--- src/hdl/fpsv_pkg.sv ---
// Shared types, constants and tables of the five-phase space vector PWM.
// Used by the controller, the datapath and the top level.
package fpsv_pkg;

  localparam int TIME_WIDTH = 16;
  localparam logic [15:0] PERIOD_MASK = 16'((33'h1 << TIME_WIDTH) - 33'h1);
  localparam logic [15:0] PERIOD_RESET = 16'd1000 & PERIOD_MASK;

  localparam int ITER_STEPS = 16;
  localparam int CORDIC_STEPS = 14;
  localparam int DIV_STEPS = TIME_WIDTH;
  localparam int MAX_STEPS = (DIV_STEPS > ITER_STEPS) ? DIV_STEPS : ITER_STEPS;
  localparam int ITER_W = $clog2(MAX_STEPS);

  localparam int GAIN_Q14 = 9113;
  localparam int CORDIC_START = 9949;
  localparam int ROUND_HALF = 8192;

  localparam int PC_W = 6;
  localparam int START_ENTRY = 0;
  localparam int OUT_ENTRY = 25;

  typedef enum logic {
    REG_PERIOD_TICKS = 1'b0,
    REG_VECTOR_SET   = 1'b1
  } reg_index_t;

  typedef enum logic {
    S_IDLE,
    S_RUN
  } state_t;

  typedef enum logic [2:0] {
    U_NOP,
    U_ITER,
    U_DIV,
    U_FINAL,
    U_BITS,
    U_END
  } uop_t;

  typedef enum logic [3:0] {
    M_NONE,
    M_RC,
    M_RS,
    M_X1Y2,
    M_X2Y1,
    M_USX_Y2,
    M_USY_X2,
    M_USY_X1,
    M_USX_Y1,
    M_NLO,
    M_NHI,
    M_DC0,
    M_DC1,
    M_DC2,
    M_DC3
  } mul_t;

  typedef enum logic [1:0] {
    A_NONE,
    A_LOAD,
    A_SUB,
    A_ADDSH
  } acc_t;

  typedef enum logic [3:0] {
    W_NONE,
    W_USX,
    W_USY,
    W_DET,
    W_NUM,
    W_N,
    W_T1,
    W_T2,
    W_OUT0,
    W_OUT1,
    W_OUT2,
    W_OUT3
  } wb_t;

  typedef struct packed {
    uop_t op;
    mul_t mul;
    acc_t acc;
    wb_t  wb;
  } uword_t;

  typedef struct packed {
    logic              load;
    logic              commit;
    uword_t            word;
    logic [ITER_W-1:0] iter;
  } cmd_t;

  typedef struct packed {
    logic start;
  } status_t;

  localparam uword_t UW_NOP = '{op: U_NOP, mul: M_NONE, acc: A_NONE, wb: W_NONE};

  function automatic uword_t uw(uop_t op, mul_t mul, acc_t acc, wb_t wb);
    uword_t w;
    w.op = op;
    w.mul = mul;
    w.acc = acc;
    w.wb = wb;
    return w;
  endfunction

  // Sequencer program. A multiply's product and accumulate mode are registered before the accumulator takes them.
  function automatic uword_t ucode(int unsigned addr);
    uword_t w;
    w = UW_NOP;
    case (addr)
      0:  w = uw(U_ITER, M_NONE,   A_NONE,  W_NONE);
      1:  w = uw(U_NOP,  M_RC,     A_LOAD,  W_NONE);
      2:  w = uw(U_NOP,  M_RS,     A_LOAD,  W_NONE);
      3:  w = uw(U_NOP,  M_X1Y2,   A_LOAD,  W_USX);
      4:  w = uw(U_NOP,  M_X2Y1,   A_SUB,   W_USY);
      5:  w = uw(U_NOP,  M_USX_Y2, A_LOAD,  W_NONE);
      6:  w = uw(U_NOP,  M_USY_X2, A_SUB,   W_DET);
      7:  w = uw(U_NOP,  M_NONE,   A_NONE,  W_NONE);
      8:  w = uw(U_NOP,  M_NONE,   A_NONE,  W_NUM);
      9:  w = uw(U_NOP,  M_NLO,    A_LOAD,  W_NONE);
      10: w = uw(U_NOP,  M_NHI,    A_ADDSH, W_NONE);
      11: w = uw(U_NOP,  M_NONE,   A_NONE,  W_NONE);
      12: w = uw(U_NOP,  M_NONE,   A_NONE,  W_N);
      13: w = uw(U_DIV,  M_NONE,   A_NONE,  W_NONE);
      14: w = uw(U_NOP,  M_USY_X1, A_LOAD,  W_T1);
      15: w = uw(U_NOP,  M_USX_Y1, A_SUB,   W_NONE);
      16: w = uw(U_NOP,  M_NONE,   A_NONE,  W_NONE);
      17: w = uw(U_NOP,  M_NONE,   A_NONE,  W_NUM);
      18: w = uw(U_NOP,  M_NLO,    A_LOAD,  W_NONE);
      19: w = uw(U_NOP,  M_NHI,    A_ADDSH, W_NONE);
      20: w = uw(U_NOP,  M_NONE,   A_NONE,  W_NONE);
      21: w = uw(U_NOP,  M_NONE,   A_NONE,  W_N);
      22: w = uw(U_DIV,  M_NONE,   A_NONE,  W_NONE);
      23: w = uw(U_NOP,  M_NONE,   A_NONE,  W_T2);
      24: w = uw(U_FINAL, M_NONE,  A_NONE,  W_NONE);
      25: w = uw(U_BITS, M_NONE,   A_NONE,  W_NONE);
      26: w = uw(U_NOP,  M_DC0,    A_LOAD,  W_NONE);
      27: w = uw(U_NOP,  M_DC1,    A_LOAD,  W_NONE);
      28: w = uw(U_NOP,  M_DC2,    A_LOAD,  W_OUT0);
      29: w = uw(U_NOP,  M_DC3,    A_LOAD,  W_OUT1);
      30: w = uw(U_NOP,  M_NONE,   A_NONE,  W_OUT2);
      31: w = uw(U_NOP,  M_NONE,   A_NONE,  W_OUT3);
      32: w = uw(U_END,  M_NONE,   A_NONE,  W_NONE);
      default: w = UW_NOP;
    endcase
    return w;
  endfunction

  function automatic logic signed [17:0] step_angle(logic [ITER_W-1:0] i);
    logic signed [17:0] r;
    case (int'(i))
      0:  r = 18'sd8192;
      1:  r = 18'sd4836;
      2:  r = 18'sd2555;
      3:  r = 18'sd1297;
      4:  r = 18'sd651;
      5:  r = 18'sd326;
      6:  r = 18'sd163;
      7:  r = 18'sd81;
      8:  r = 18'sd41;
      9:  r = 18'sd20;
      10: r = 18'sd10;
      11: r = 18'sd5;
      12: r = 18'sd3;
      13: r = 18'sd1;
      default: r = 18'sd0;
    endcase
    return r;
  endfunction

  // Base vector of the normal and fault rows, used for the fault fallback.
  function automatic logic [4:0] vec_row(logic row, logic [3:0] sec);
    logic [4:0] r;
    case (sec)
      4'd0: r = row ? 5'h00 : 5'h10;
      4'd1: r = row ? 5'h08 : 5'h18;
      4'd2: r = 5'h08;
      4'd3: r = 5'h0C;
      4'd4: r = 5'h04;
      4'd5: r = 5'h06;
      4'd6: r = 5'h02;
      4'd7: r = 5'h03;
      4'd8: r = 5'h01;
      default: r = row ? 5'h01 : 5'h11;
    endcase
    return r;
  endfunction

  // First vector: nearest usable entry at or before the sector.
  function automatic logic [4:0] pick_first(logic [1:0] row, logic [3:0] sec);
    logic [4:0] r;
    case (sec)
      4'd0: r = (row == 2'd0) ? 5'h10 : (row == 2'd1) ? 5'h00 :
                (row == 2'd2) ? 5'h09 : 5'h01;
      4'd1: r = (row == 2'd0) ? 5'h18 : (row == 2'd1) ? 5'h08 :
                (row == 2'd2) ? 5'h09 : 5'h01;
      4'd2: r = 5'h08;
      4'd3: r = 5'h0C;
      4'd4: r = 5'h04;
      4'd5: r = 5'h06;
      4'd6: r = 5'h02;
      4'd7: r = 5'h03;
      4'd8: r = 5'h01;
      default: r = (row == 2'd0) ? 5'h11 : 5'h01;
    endcase
    return r;
  endfunction

  // Second vector: nearest usable entry after the sector.
  function automatic logic [4:0] pick_second(logic [1:0] row, logic [3:0] sec);
    logic [4:0] r;
    case (sec)
      4'd0: r = (row == 2'd0) ? 5'h18 : 5'h08;
      4'd1: r = 5'h08;
      4'd2: r = 5'h0C;
      4'd3: r = 5'h04;
      4'd4: r = 5'h06;
      4'd5: r = 5'h02;
      4'd6: r = 5'h03;
      4'd7: r = 5'h01;
      4'd8: r = (row == 2'd0) ? 5'h11 : (row == 2'd1) ? 5'h01 :
                (row == 2'd2) ? 5'h09 : 5'h08;
      default: r = (row == 2'd0) ? 5'h10 : (row == 2'd1) ? 5'h00 :
                   (row == 2'd2) ? 5'h09 : 5'h08;
    endcase
    return r;
  endfunction

  // Plane 0 alpha first, 1 beta first, 2 alpha third, 3 beta third; Q2.14.
  function automatic logic signed [16:0] projection(logic [1:0] plane, logic [4:0] bits);
    int a;
    int b;
    int c;
    int d;
    int e;
    int r;
    a = bits[4] ? 1 : -1;
    b = bits[3] ? 1 : -1;
    c = bits[2] ? 1 : -1;
    d = bits[1] ? 1 : -1;
    e = bits[0] ? 1 : -1;
    case (plane)
      2'd0: r = 8192 * a + 2531 * (b + e) - 6627 * (c + d);
      2'd1: r = 7791 * (b - e) + 4815 * (c - d);
      2'd2: r = 8192 * a - 6627 * (b + e) + 2531 * (c + d);
      default: r = 4815 * (b - e) - 7791 * (c - d);
    endcase
    return 17'(r);
  endfunction

endpackage

--- src/hdl/fpsv_ctrl.sv ---
// Controller of the five-phase space vector PWM: handshake, program counter
// and step counter of the sequencer. Depends on fpsv_pkg.
module fpsv_ctrl (
  input  logic             clk,
  input  logic             rst,
  input  logic             in_valid,
  output logic             in_ready,
  output logic             out_valid,
  input  logic             out_ready,
  input  fpsv_pkg::status_t status,
  output fpsv_pkg::cmd_t    cmd
);
  import fpsv_pkg::*;

  state_t            state, state_next;
  logic [PC_W-1:0]   pc, pc_next;
  logic [ITER_W-1:0] iter, iter_next;
  logic              out_valid_next;
  uword_t            word;

  always_ff @(posedge clk) begin
    if (rst) begin
      state <= S_IDLE;
      pc <= '0;
      iter <= '0;
      out_valid <= 1'b0;
    end else begin
      state <= state_next;
      pc <= pc_next;
      iter <= iter_next;
      out_valid <= out_valid_next;
    end
  end

  assign word = ucode(int'(pc));

  always_comb begin
    state_next = state;
    pc_next = pc;
    iter_next = iter;
    in_ready = 1'b0;
    cmd.load = 1'b0;
    cmd.commit = 1'b0;
    cmd.word = UW_NOP;
    cmd.iter = iter;
    unique case (state)
      S_IDLE: begin
        in_ready = 1'b1;
        if (in_valid) begin
          cmd.load = 1'b1;
          pc_next = status.start ? PC_W'(START_ENTRY) : PC_W'(OUT_ENTRY);
          iter_next = '0;
          state_next = S_RUN;
        end
      end
      S_RUN: begin
        cmd.word = word;
        unique case (word.op)
          U_ITER: begin
            if (iter == ITER_W'(ITER_STEPS - 1)) begin
              iter_next = '0;
              pc_next = pc + 1'b1;
            end else begin
              iter_next = iter + 1'b1;
            end
          end
          U_DIV: begin
            if (iter == ITER_W'(DIV_STEPS - 1)) begin
              iter_next = '0;
              pc_next = pc + 1'b1;
            end else begin
              iter_next = iter + 1'b1;
            end
          end
          U_END: begin
            // The result register must be free or emptying this cycle.
            if (!out_valid || out_ready) begin
              cmd.commit = 1'b1;
              state_next = S_IDLE;
            end
          end
          default: pc_next = pc + 1'b1;
        endcase
      end
      default: state_next = S_IDLE;
    endcase
  end

  always_comb begin
    if (cmd.commit) begin
      out_valid_next = 1'b1;
    end else if (out_ready) begin
      out_valid_next = 1'b0;
    end else begin
      out_valid_next = out_valid;
    end
  end

endmodule

--- src/hdl/fpsv_dp.sv ---
// Datapath of the five-phase space vector PWM: ratio divider, CORDIC,
// shared multiply-accumulate, on-time divider, tick counter and result words.
// Depends on fpsv_pkg.
module fpsv_dp (
  input  logic                clk,
  input  logic                rst,
  input  logic                cfg_we,
  input  logic                cfg_index,
  input  logic [15:0]         cfg_data,
  input  logic [15:0]         amplitude,
  input  logic [15:0]         angle,
  input  logic [15:0]         dc_voltage,
  input  logic                phase_a_current_negative,
  input  fpsv_pkg::cmd_t      cmd,
  output fpsv_pkg::status_t   status,
  output logic signed [17:0]  alpha_first,
  output logic signed [17:0]  beta_first,
  output logic signed [17:0]  alpha_third,
  output logic signed [17:0]  beta_third,
  output logic [4:0]          switch_bits,
  output logic                period_start
);
  import fpsv_pkg::*;

  typedef enum logic [1:0] {
    T_ZERO,
    T_PERIOD,
    T_DIVIDE
  } solve_t;

  // Configuration and tick state.
  logic [15:0]  period;
  logic [1:0]   vector_set;
  logic [16:0]  tick_counter;
  logic         count_direction;
  logic [16:0]  on_time [5];

  // Item registers.
  logic [15:0]  dc_r;
  logic [1:0]   amp_lo;
  logic         start_r;
  logic [4:0]   v1, v2;

  // Ratio divider.
  logic [15:0]  rq;
  logic [15:0]  rrem;
  logic         rsat;
  logic [16:0]  rtry;
  logic         rbit;
  logic [15:0]  ratio;

  // CORDIC.
  logic signed [17:0] cx, cy, cz;
  logic               cflip;
  logic signed [17:0] cs, sn;
  logic [15:0]        ang_q, ang_h;
  logic               flip_in;

  // Multiply-accumulate.
  logic signed [20:0] mul_a;
  logic signed [17:0] mul_b;
  logic signed [38:0] prod;
  acc_t               acc_mode;
  logic signed [49:0] acc;
  logic signed [20:0] usx, usy;
  logic signed [33:0] det;
  logic signed [35:0] num;
  logic [34:0]        mag;
  logic [32:0]        det_mag;
  logic signed [16:0] x1, y1, x2, y2;

  // On-time divider.
  logic [49:0]           db, dcd, drem, dsum, dtwo;
  logic [TIME_WIDTH-1:0] dres, pshift, period_tw;
  solve_t                smode;
  logic [15:0]           tval;
  logic [15:0]           t1, t2;

  // Results.
  logic [4:0]         bits_now, bits_r;
  logic signed [17:0] res [4];
  logic signed [17:0] rounded;

  // Sector and row selection.
  logic [19:0] sec_mul;
  logic [3:0]  sec;
  logic [1:0]  row;

  assign status.start = (tick_counter == '0);
  assign period_tw = TIME_WIDTH'(period);

  // Configuration writes.
  always_ff @(posedge clk) begin
    if (rst) begin
      period <= PERIOD_RESET;
      vector_set <= 2'd0;
    end else if (cfg_we) begin
      unique case (reg_index_t'(cfg_index))
        REG_PERIOD_TICKS: period <= cfg_data & PERIOD_MASK;
        REG_VECTOR_SET:   vector_set <= cfg_data[1:0];
      endcase
    end
  end

  // Sector of a tenth of a turn and the row that picks the two adjacent vectors.
  always_comb begin
    sec_mul = {1'b0, angle, 3'b000} + {3'b000, angle, 1'b0};
    sec = sec_mul[19:16];
    row = vector_set;
    if (vector_set == 2'd1 && phase_a_current_negative &&
        vec_row(1'b0, sec) != vec_row(1'b1, sec)) begin
      row = 2'd0;
    end
  end

  // The CORDIC works in the right half plane; the left half is mirrored.
  assign ang_q = angle + 16'h4000;
  assign flip_in = ang_q[15];
  assign ang_h = flip_in ? angle + 16'h8000 : angle;

  assign ratio = rsat ? 16'hFFFF : rq;
  assign rbit = (cmd.iter == ITER_W'(0)) ? amp_lo[1] :
                (cmd.iter == ITER_W'(1)) ? amp_lo[0] : 1'b0;
  assign rtry = {rrem, rbit};
  assign cs = cflip ? -cx : cx;
  assign sn = cflip ? -cy : cy;

  always_ff @(posedge clk) begin
    if (cmd.load) begin
      dc_r <= dc_voltage;
      amp_lo <= amplitude[1:0];
      start_r <= status.start;
      v1 <= pick_first(row, sec);
      v2 <= pick_second(row, sec);
      rq <= '0;
      rrem <= {2'b00, amplitude[15:2]};
      rsat <= (dc_voltage == '0) || ({2'b00, amplitude} >= {dc_voltage, 2'b00});
      cx <= 18'(CORDIC_START);
      cy <= '0;
      cz <= 18'(signed'(ang_h));
      cflip <= flip_in;
    end else if (cmd.word.op == U_ITER) begin
      if (rtry >= {1'b0, dc_r}) begin
        rrem <= 16'(rtry - {1'b0, dc_r});
        rq <= {rq[14:0], 1'b1};
      end else begin
        rrem <= rtry[15:0];
        rq <= {rq[14:0], 1'b0};
      end
      if (cmd.iter < ITER_W'(CORDIC_STEPS)) begin
        if (!cz[17]) begin
          cx <= cx - (cy >>> cmd.iter);
          cy <= cy + (cx >>> cmd.iter);
          cz <= cz - step_angle(cmd.iter);
        end else begin
          cx <= cx + (cy >>> cmd.iter);
          cy <= cy - (cx >>> cmd.iter);
          cz <= cz + step_angle(cmd.iter);
        end
      end
    end
  end

  assign x1 = projection(2'd0, v1);
  assign y1 = projection(2'd1, v1);
  assign x2 = projection(2'd0, v2);
  assign y2 = projection(2'd1, v2);
  assign mag = 35'(num[35] ? -num : num);
  assign det_mag = 33'(det[33] ? -det : det);

  always_comb begin
    mul_a = '0;
    mul_b = '0;
    case (cmd.word.mul)
      M_RC:     begin mul_a = 21'({1'b0, ratio}); mul_b = cs; end
      M_RS:     begin mul_a = 21'({1'b0, ratio}); mul_b = sn; end
      M_X1Y2:   begin mul_a = 21'(x1); mul_b = 18'(y2); end
      M_X2Y1:   begin mul_a = 21'(x2); mul_b = 18'(y1); end
      M_USX_Y2: begin mul_a = usx; mul_b = 18'(y2); end
      M_USY_X2: begin mul_a = usy; mul_b = 18'(x2); end
      M_USY_X1: begin mul_a = usy; mul_b = 18'(x1); end
      M_USX_Y1: begin mul_a = usx; mul_b = 18'(y1); end
      M_NLO:    begin mul_a = 21'({1'b0, mag[16:0]}); mul_b = 18'(GAIN_Q14); end
      M_NHI:    begin mul_a = 21'({1'b0, mag[34:17]}); mul_b = 18'(GAIN_Q14); end
      M_DC0:    begin mul_a = 21'({1'b0, dc_r}); mul_b = 18'(projection(2'd0, bits_r)); end
      M_DC1:    begin mul_a = 21'({1'b0, dc_r}); mul_b = 18'(projection(2'd1, bits_r)); end
      M_DC2:    begin mul_a = 21'({1'b0, dc_r}); mul_b = 18'(projection(2'd2, bits_r)); end
      M_DC3:    begin mul_a = 21'({1'b0, dc_r}); mul_b = 18'(projection(2'd3, bits_r)); end
      default:  begin mul_a = '0; mul_b = '0; end
    endcase
  end

  // The product is registered; it is accumulated in the next cycle.
  always_ff @(posedge clk) begin
    if (rst) begin
      acc_mode <= A_NONE;
    end else begin
      acc_mode <= cmd.word.acc;
    end
  end

  always_ff @(posedge clk) begin
    prod <= mul_a * mul_b;
    case (acc_mode)
      A_LOAD:  acc <= 50'(prod);
      A_SUB:   acc <= acc - 50'(prod);
      A_ADDSH: acc <= acc + (50'(prod) <<< 17);
      default: acc <= acc;
    endcase
  end

  // On-time divider step: up to two subtractions of the divisor per bit.
  assign dtwo = {dcd[48:0], 1'b0};
  assign dsum = {drem[48:0], 1'b0} + (pshift[TIME_WIDTH-1] ? db : '0);
  assign rounded = 18'((acc + 50'(ROUND_HALF)) >>> 14);

  always_comb begin
    unique case (smode)
      T_PERIOD: tval = period;
      T_DIVIDE: tval = 16'(dres);
      default:  tval = '0;
    endcase
  end

  always_ff @(posedge clk) begin
    case (cmd.word.wb)
      W_USX:  usx <= 21'(acc >>> 14);
      W_USY:  usy <= 21'(acc >>> 14);
      W_DET:  det <= 34'(acc);
      W_NUM:  num <= 36'(acc);
      W_N: begin
        db <= acc;
        dcd <= {3'b000, det_mag, 14'b0};
        drem <= '0;
        dres <= '0;
        pshift <= period_tw;
        if (det == '0) begin
          smode <= (!num[35] && num != '0) ? T_PERIOD : T_ZERO;
        end else if (num == '0 || num[35] != det[33]) begin
          smode <= T_ZERO;
        end else if (acc >= signed'({3'b000, det_mag, 14'b0})) begin
          smode <= T_PERIOD;
        end else begin
          smode <= T_DIVIDE;
        end
      end
      W_T1:   t1 <= tval;
      W_T2:   t2 <= tval;
      W_OUT0: res[0] <= rounded;
      W_OUT1: res[1] <= rounded;
      W_OUT2: res[2] <= rounded;
      W_OUT3: res[3] <= rounded;
      default: ;
    endcase
    if (cmd.word.op == U_DIV) begin
      pshift <= {pshift[TIME_WIDTH-2:0], 1'b0};
      if (dsum >= dtwo) begin
        drem <= dsum - dtwo;
        dres <= {dres[TIME_WIDTH-2:0], 1'b0} + TIME_WIDTH'(2);
      end else if (dsum >= dcd) begin
        drem <= dsum - dcd;
        dres <= {dres[TIME_WIDTH-2:0], 1'b1};
      end else begin
        drem <= dsum;
        dres <= {dres[TIME_WIDTH-2:0], 1'b0};
      end
    end
    if (cmd.word.op == U_BITS) begin
      bits_r <= bits_now;
    end
  end

  // Carrier compare of each phase against its on-time.
  always_comb begin
    for (int i = 0; i < 5; i++) begin
      if (count_direction) begin
        bits_now[i] = (on_time[i] != '0) &&
                      (({1'b0, tick_counter} + {1'b0, on_time[i]}) > {2'b00, period});
      end else begin
        bits_now[i] = tick_counter < on_time[i];
      end
    end
  end

  always_ff @(posedge clk) begin
    if (rst) begin
      tick_counter <= '0;
      count_direction <= 1'b1;
      for (int i = 0; i < 5; i++) begin
        on_time[i] <= '0;
      end
    end else begin
      if (cmd.word.op == U_FINAL) begin
        count_direction <= ~count_direction;
        for (int i = 0; i < 5; i++) begin
          on_time[i] <= (v1[i] ? {1'b0, t1} : 17'd0) + (v2[i] ? {1'b0, t2} : 17'd0);
        end
      end
      if (cmd.commit) begin
        if (tick_counter > {1'b0, period}) begin
          tick_counter <= '0;
        end else begin
          tick_counter <= tick_counter + 1'b1;
        end
      end
    end
  end

  always_ff @(posedge clk) begin
    if (cmd.commit) begin
      alpha_first <= res[0];
      beta_first <= res[1];
      alpha_third <= res[2];
      beta_third <= res[3];
      switch_bits <= bits_r;
      period_start <= start_r;
    end
  end

endmodule

--- src/hdl/five_phase_space_vector_pwm_top.sv ---
// Top level of the five-phase space vector PWM.
// Joins fpsv_ctrl and fpsv_dp; depends on fpsv_pkg.

// One input word is one carrier tick and gives one result word. A tick at
// period start (tick counter zero) runs the shared ratio divider and CORDIC,
// two bit-serial on-time divisions and the steps of the single shared
// multiplier. Every other tick runs only the four output products on that
// multiplier. One tick is worked on at a time; the next word is taken while
// the previous result waits in the output register.
module five_phase_space_vector_pwm_top (
  input  logic               clk,
  input  logic               rst,
  input  logic               cfg_we,
  input  logic               cfg_index,
  input  logic [15:0]        cfg_data,
  input  logic               in_valid,
  output logic               in_ready,
  input  logic [15:0]        amplitude,
  input  logic [15:0]        angle,
  input  logic [15:0]        dc_voltage,
  input  logic               phase_a_current_negative,
  output logic               out_valid,
  input  logic               out_ready,
  output logic signed [17:0] alpha_first,
  output logic signed [17:0] beta_first,
  output logic signed [17:0] alpha_third,
  output logic signed [17:0] beta_third,
  output logic [4:0]         switch_bits,
  output logic               period_start
);
  import fpsv_pkg::*;

  cmd_t    cmd;
  status_t status;

  fpsv_ctrl u_ctrl (
    .clk       (clk),
    .rst       (rst),
    .in_valid  (in_valid),
    .in_ready  (in_ready),
    .out_valid (out_valid),
    .out_ready (out_ready),
    .status    (status),
    .cmd       (cmd)
  );

  fpsv_dp u_dp (
    .clk                      (clk),
    .rst                      (rst),
    .cfg_we                   (cfg_we),
    .cfg_index                (cfg_index),
    .cfg_data                 (cfg_data),
    .amplitude                (amplitude),
    .angle                    (angle),
    .dc_voltage               (dc_voltage),
    .phase_a_current_negative (phase_a_current_negative),
    .cmd                      (cmd),
    .status                   (status),
    .alpha_first              (alpha_first),
    .beta_first               (beta_first),
    .alpha_third              (alpha_third),
    .beta_third               (beta_third),
    .switch_bits              (switch_bits),
    .period_start             (period_start)
  );

endmodule
--- config.mk ---
export PLATFORM = sky130hd
export DESIGN_NAME = five_phase_space_vector_pwm_top
export DESIGN_NICKNAME = d
export VERILOG_FILES = /design/src/hdl/fpsv_pkg.sv /design/src/hdl/fpsv_ctrl.sv /design/src/hdl/fpsv_dp.sv /design/src/hdl/five_phase_space_vector_pwm_top.sv
export SDC_FILE = /design/constraint.sdc
export NUM_CORES = 2
export LEC_CHECK = 0
export BUFFER_PORTS_ARGS = -buffer_cell sky130_fd_sc_hd__buf_4
export CORE_ASPECT_RATIO = 0.7
export CORE_UTILIZATION = 43
export CTS_BUF_LIST = sky130_fd_sc_hd__clkbuf_8 sky130_fd_sc_hd__clkbuf_16
export DETAILED_ROUTE_END_ITERATION = 16
export GPL_TIMING_DRIVEN = 0
export HOLD_SLACK_MARGIN = 0.12
export SYNTH_ARGS = -nofsm -noshare
export SYNTH_HDL_FRONTEND = slang
export SYNTH_SLANG_ARGS = --single-unit
--- constraint.sdc ---
create_clock -name clk -period 37.4 [get_ports clk]
set_clock_uncertainty 0.15 [all_clocks]
set_input_delay 0 -clock clk [delete_from_list [all_inputs] [get_ports clk]]
set_output_delay 0 -clock clk [all_outputs]
set_load 0.1 [all_outputs]
==> flow_summary.yaml <==
worst_setup_path:
  worst_ep_required_time_ns: 37.85
  critical_path.endpoint: "u_dp.prod[38]"
  critical_path.max_stage_delay_ns: 1.03
  cp_slowest_cell: "ha_1"
  reg2regPathDepth: 45
  worstReg2RegEnd: "u_dp.prod[38]"
  crit_path_frequent_cell: "fa_1"
  reg2reg_slack_ns: 20.86
  r2r-start: "u_dp.bits_r[1]"
  arrival_ns: 16.99
  path_class: "reg -> reg"
  end_kind: "flop"
  startpoint: "u_dp.bits_r[1]"
  worst_setup_path_start_kind: "flop"
  worstPathMaxFanout: 17
run_status:
  outcome: "finished, violations left"
  violations: "capacitance limit, slew limit"
routing:
  avgViaCountPerCell: 5.79
  drt-total-wl_microns: 324000
  vias: 78500
  wl_per_cell_microns: 23.8
  drc: 0
  drtIter0Drc: 8325
  dr.pass1.iters: 6
  drtAntennaViolNets: 0
cts:
  cts_made_buffers: 90
  clk_latency_ns: 0.73
  cts.path.max_buffers: 3
  clkSinkCount: 833
  cts-root-buf: "clkbuf_16"
  cts_tree: "done"
  clk_pin_slew_ns: 0.07
  htreeDepth: 3
  cts_resized: 0
  post_cts_buffers: 0
global_routing:
  grt_pass1_wl_microns: 483000
  grt_usage: 0.291
  grt_pass1_vias: 76100
  overflow: 0
  grt_max_degree: 78
  grt_antenna_before_repair: 20
sta:
  rsz0062_at_grt: "no"
  setup_viol: 0
  max-slew-margin-rel: -0.0127
  hold-worst-slack_ns: 0.210
  setup_slack_ns: 20.86
  worst_pin_slew_ns: 1.51
  final.min_clock_period_ns: 16.54
  timing.final.crit_share: 0.442
  hold_viol_final: 0
  slew_violations: 10
  fmax_mhz: 60.5
  setup_tns_ns: 0
placed_design:
  place_inst: 13200
  place_ws_ns: 21.21
  place.detailed.hpwl_microns: 258000
  io_buffers: 149
  place.gp.congestion: 0.982
synth:
  synth-edff-count: 662
  avgSynthCellArea_sq_um: 9.27
  synthArstFlopShare: 0
  synth_flop_cell: "edfxtp_1"
  ys_ff_latch: 833
  syn_inst: 10100
  synth_seq_area_share: 0.248
  synth.yosys.warnings: 0
  synth.distinct_cells: 104
  syn_area_sq_mm: 0.0939
final_layout:
  drive_gt1_frac: 0.0476
  nNetsFinal: 12500
  layout_commonest_cell: "inv_1"
  stdcell_count: 13600
  fin_util: 0.479
  area_delta_synth_final_pct: 10.6
  mostFrequentLayoutCells: "1256 x inv_1, 1200 x ha_1, 747 x nand2_1"
job:
  cap_violations: 1
floorplanning:
  initial_core_util: 0.433
  die_w_microns: 560
  die-area_sq_mm: 0.220
  num_rows: 143
  dieHeight_microns: 393
  core_sq_mm: 0.217
  io_pins: 151
worst_hold_path:
  hold_class: "in -> reg"
power_and_ir_drop:
  power_density_mw_per_mm2: 41.6
  peakVddDrop_v: 0.0000886
  p_leak_nw: 45.3
layer usage:
metal,share of wire,vias up,GRT usage
met5,0.00011,-,0
met4,0.031,6,0.0852
met3,0.10,434,0.0645
met2,0.40,3283,0.410
met1,0.47,38600,0.438
li1,-,36200,-
synth_stat cells (21+ instances only):
master / n / share of area
o31ai_1: 92 / 0.0074
and3_1: 71 / 0.0047
a211o_1: 29 / 0.0027
a221oi_1: 30 / 0.0028
a21o_1: 254 / 0.020
nand3b_1: 24 / 0.0019
nor3_1: 195 / 0.010
mux4_2: 32 / 0.0077
edfxtp_1: 662 / 0.21
nor4_1: 58 / 0.0039
and2_1: 284 / 0.019
o21ai_0: 410 / 0.022
inv_1: 1240 / 0.050
or3_1: 78 / 0.0052
or2_2: 52 / 0.0035
nand2_1: 748 / 0.030
nor2b_1: 161 / 0.011
nand2b_1: 152 / 0.010
nor2_1: 630 / 0.025
o221ai_1: 32 / 0.0030
o41ai_1: 33 / 0.0031
nand3_1: 183 / 0.0098
o211ai_1: 60 / 0.0048
ha_1: 1200 / 0.16
xor2_1: 316 / 0.029
fa_1: 660 / 0.14
a22oi_1: 68 / 0.0054
o21a_1: 86 / 0.0069
a31oi_1: 77 / 0.0051
dfxtp_1: 171 / 0.036
mux2i_1: 54 / 0.0058
nand4_1: 95 / 0.0063
o22ai_1: 39 / 0.0026
a211oi_1: 72 / 0.0058
clkbuf_1: 273 / 0.011
o21bai_1: 76 / 0.0061
or4_1: 21 / 0.0017
xnor2_1: 437 / 0.041
a21oi_1: 610 / 0.033
cell families (layout without fill, tap and decap cells):
kind of cell / count (synthesis) / after routing / share of synthesized area
buffers and inverters: 1558 / 2055 / 0.0631
flip-flops: 833 / 833 / 0.248
XOR/XNOR: 753 / 753 / 0.0702
AND/OR/NAND/NOR: 2824 / 2824 / 0.149
AO/OA/AOI/OAI: 2197 / 2197 / 0.153
adder cells (fa/ha/maj): 1860 / 1860 / 0.301
multiplexers: 102 / 102 / 0.0155
other: 2 / 47 / 0.0000800
final cells by class:
class	instances	area, sq um
tap	2900	3630
multi-input combinational	7781	64900
antenna	2	5.00
fill	20400	113000
buffer	312	1250
sequential	833	23300
timing repair buffer	327	2990
clock inverter	69	687
clock buffer	101	2440
inverter	1246	4680
worst min-delay path by stage:
stage	start	endpoint	slack [ns]	depth (start not counted)
detailed placement	dc_voltage[5]	u_dp.dc_r[5]	0.05	1
CTS	amplitude[6]	u_dp.rrem[4]	0.14	4
global placement	dc_voltage[4]	u_dp.dc_r[4]	0.05	1
global route	amplitude[6]	u_dp.rrem[4]	0.20	4
finish	amplitude[6]	u_dp.rrem[4]	0.21	4
floorplan	amplitude[0]	u_dp.amp_lo[0]	-0.05	0
report_power, final:
| part | switching [mW] | internal [mW] | total, mW |
|---|---|---|---|
| logic | 1.36 | 0.853 | 2.21 |
| registers | 0.0930 | 1.06 | 1.15 |
| clock network | 0.418 | 0.538 | 0.955 |
| total | 1.87 | 2.45 | 4.32 |
sequential cells by signal (all words and copies together), names as in the netlist, 34 cells and up, named ones only:
| name | count |
|---|---|
| u_dp.on_time | 85 |
| u_dp.prod | 39 |
| u_dp.db | 50 |
| u_dp.drem | 49 |
| u_dp.num | 36 |
| u_dp.acc | 50 |
| u_dp.res | 72 |
| u_dp.det | 34 |
through the flow:
step           power [mW]  cell area (sq um)
6_report             4.32             104000
5_1_grt              4.58             104000
3_5_place_dp         3.30              99200
3_3_place_gp         3.25              98800
4_1_cts              4.28             104000
2_1_floorplan        2.66              94000
what timing repair did:
action	4_1_cts	5_1_grt
endpoints found under the setup margin	0	0
hold endpoints to repair	91	0
hold buffers	156	0
critical path, delay by kind of cell (launching register included):
kind | cells | cell delay [ns]
compound gates | 10 | 2.11
xor+xnor | 3 | 0.62
fa+ha+maj | 15 | 7.84
buf+inv | 11 | 2.62
flops | 1 | 0.89
simple gates | 6 | 2.19
No activity file was read; power rests on OpenSTA's default activity.
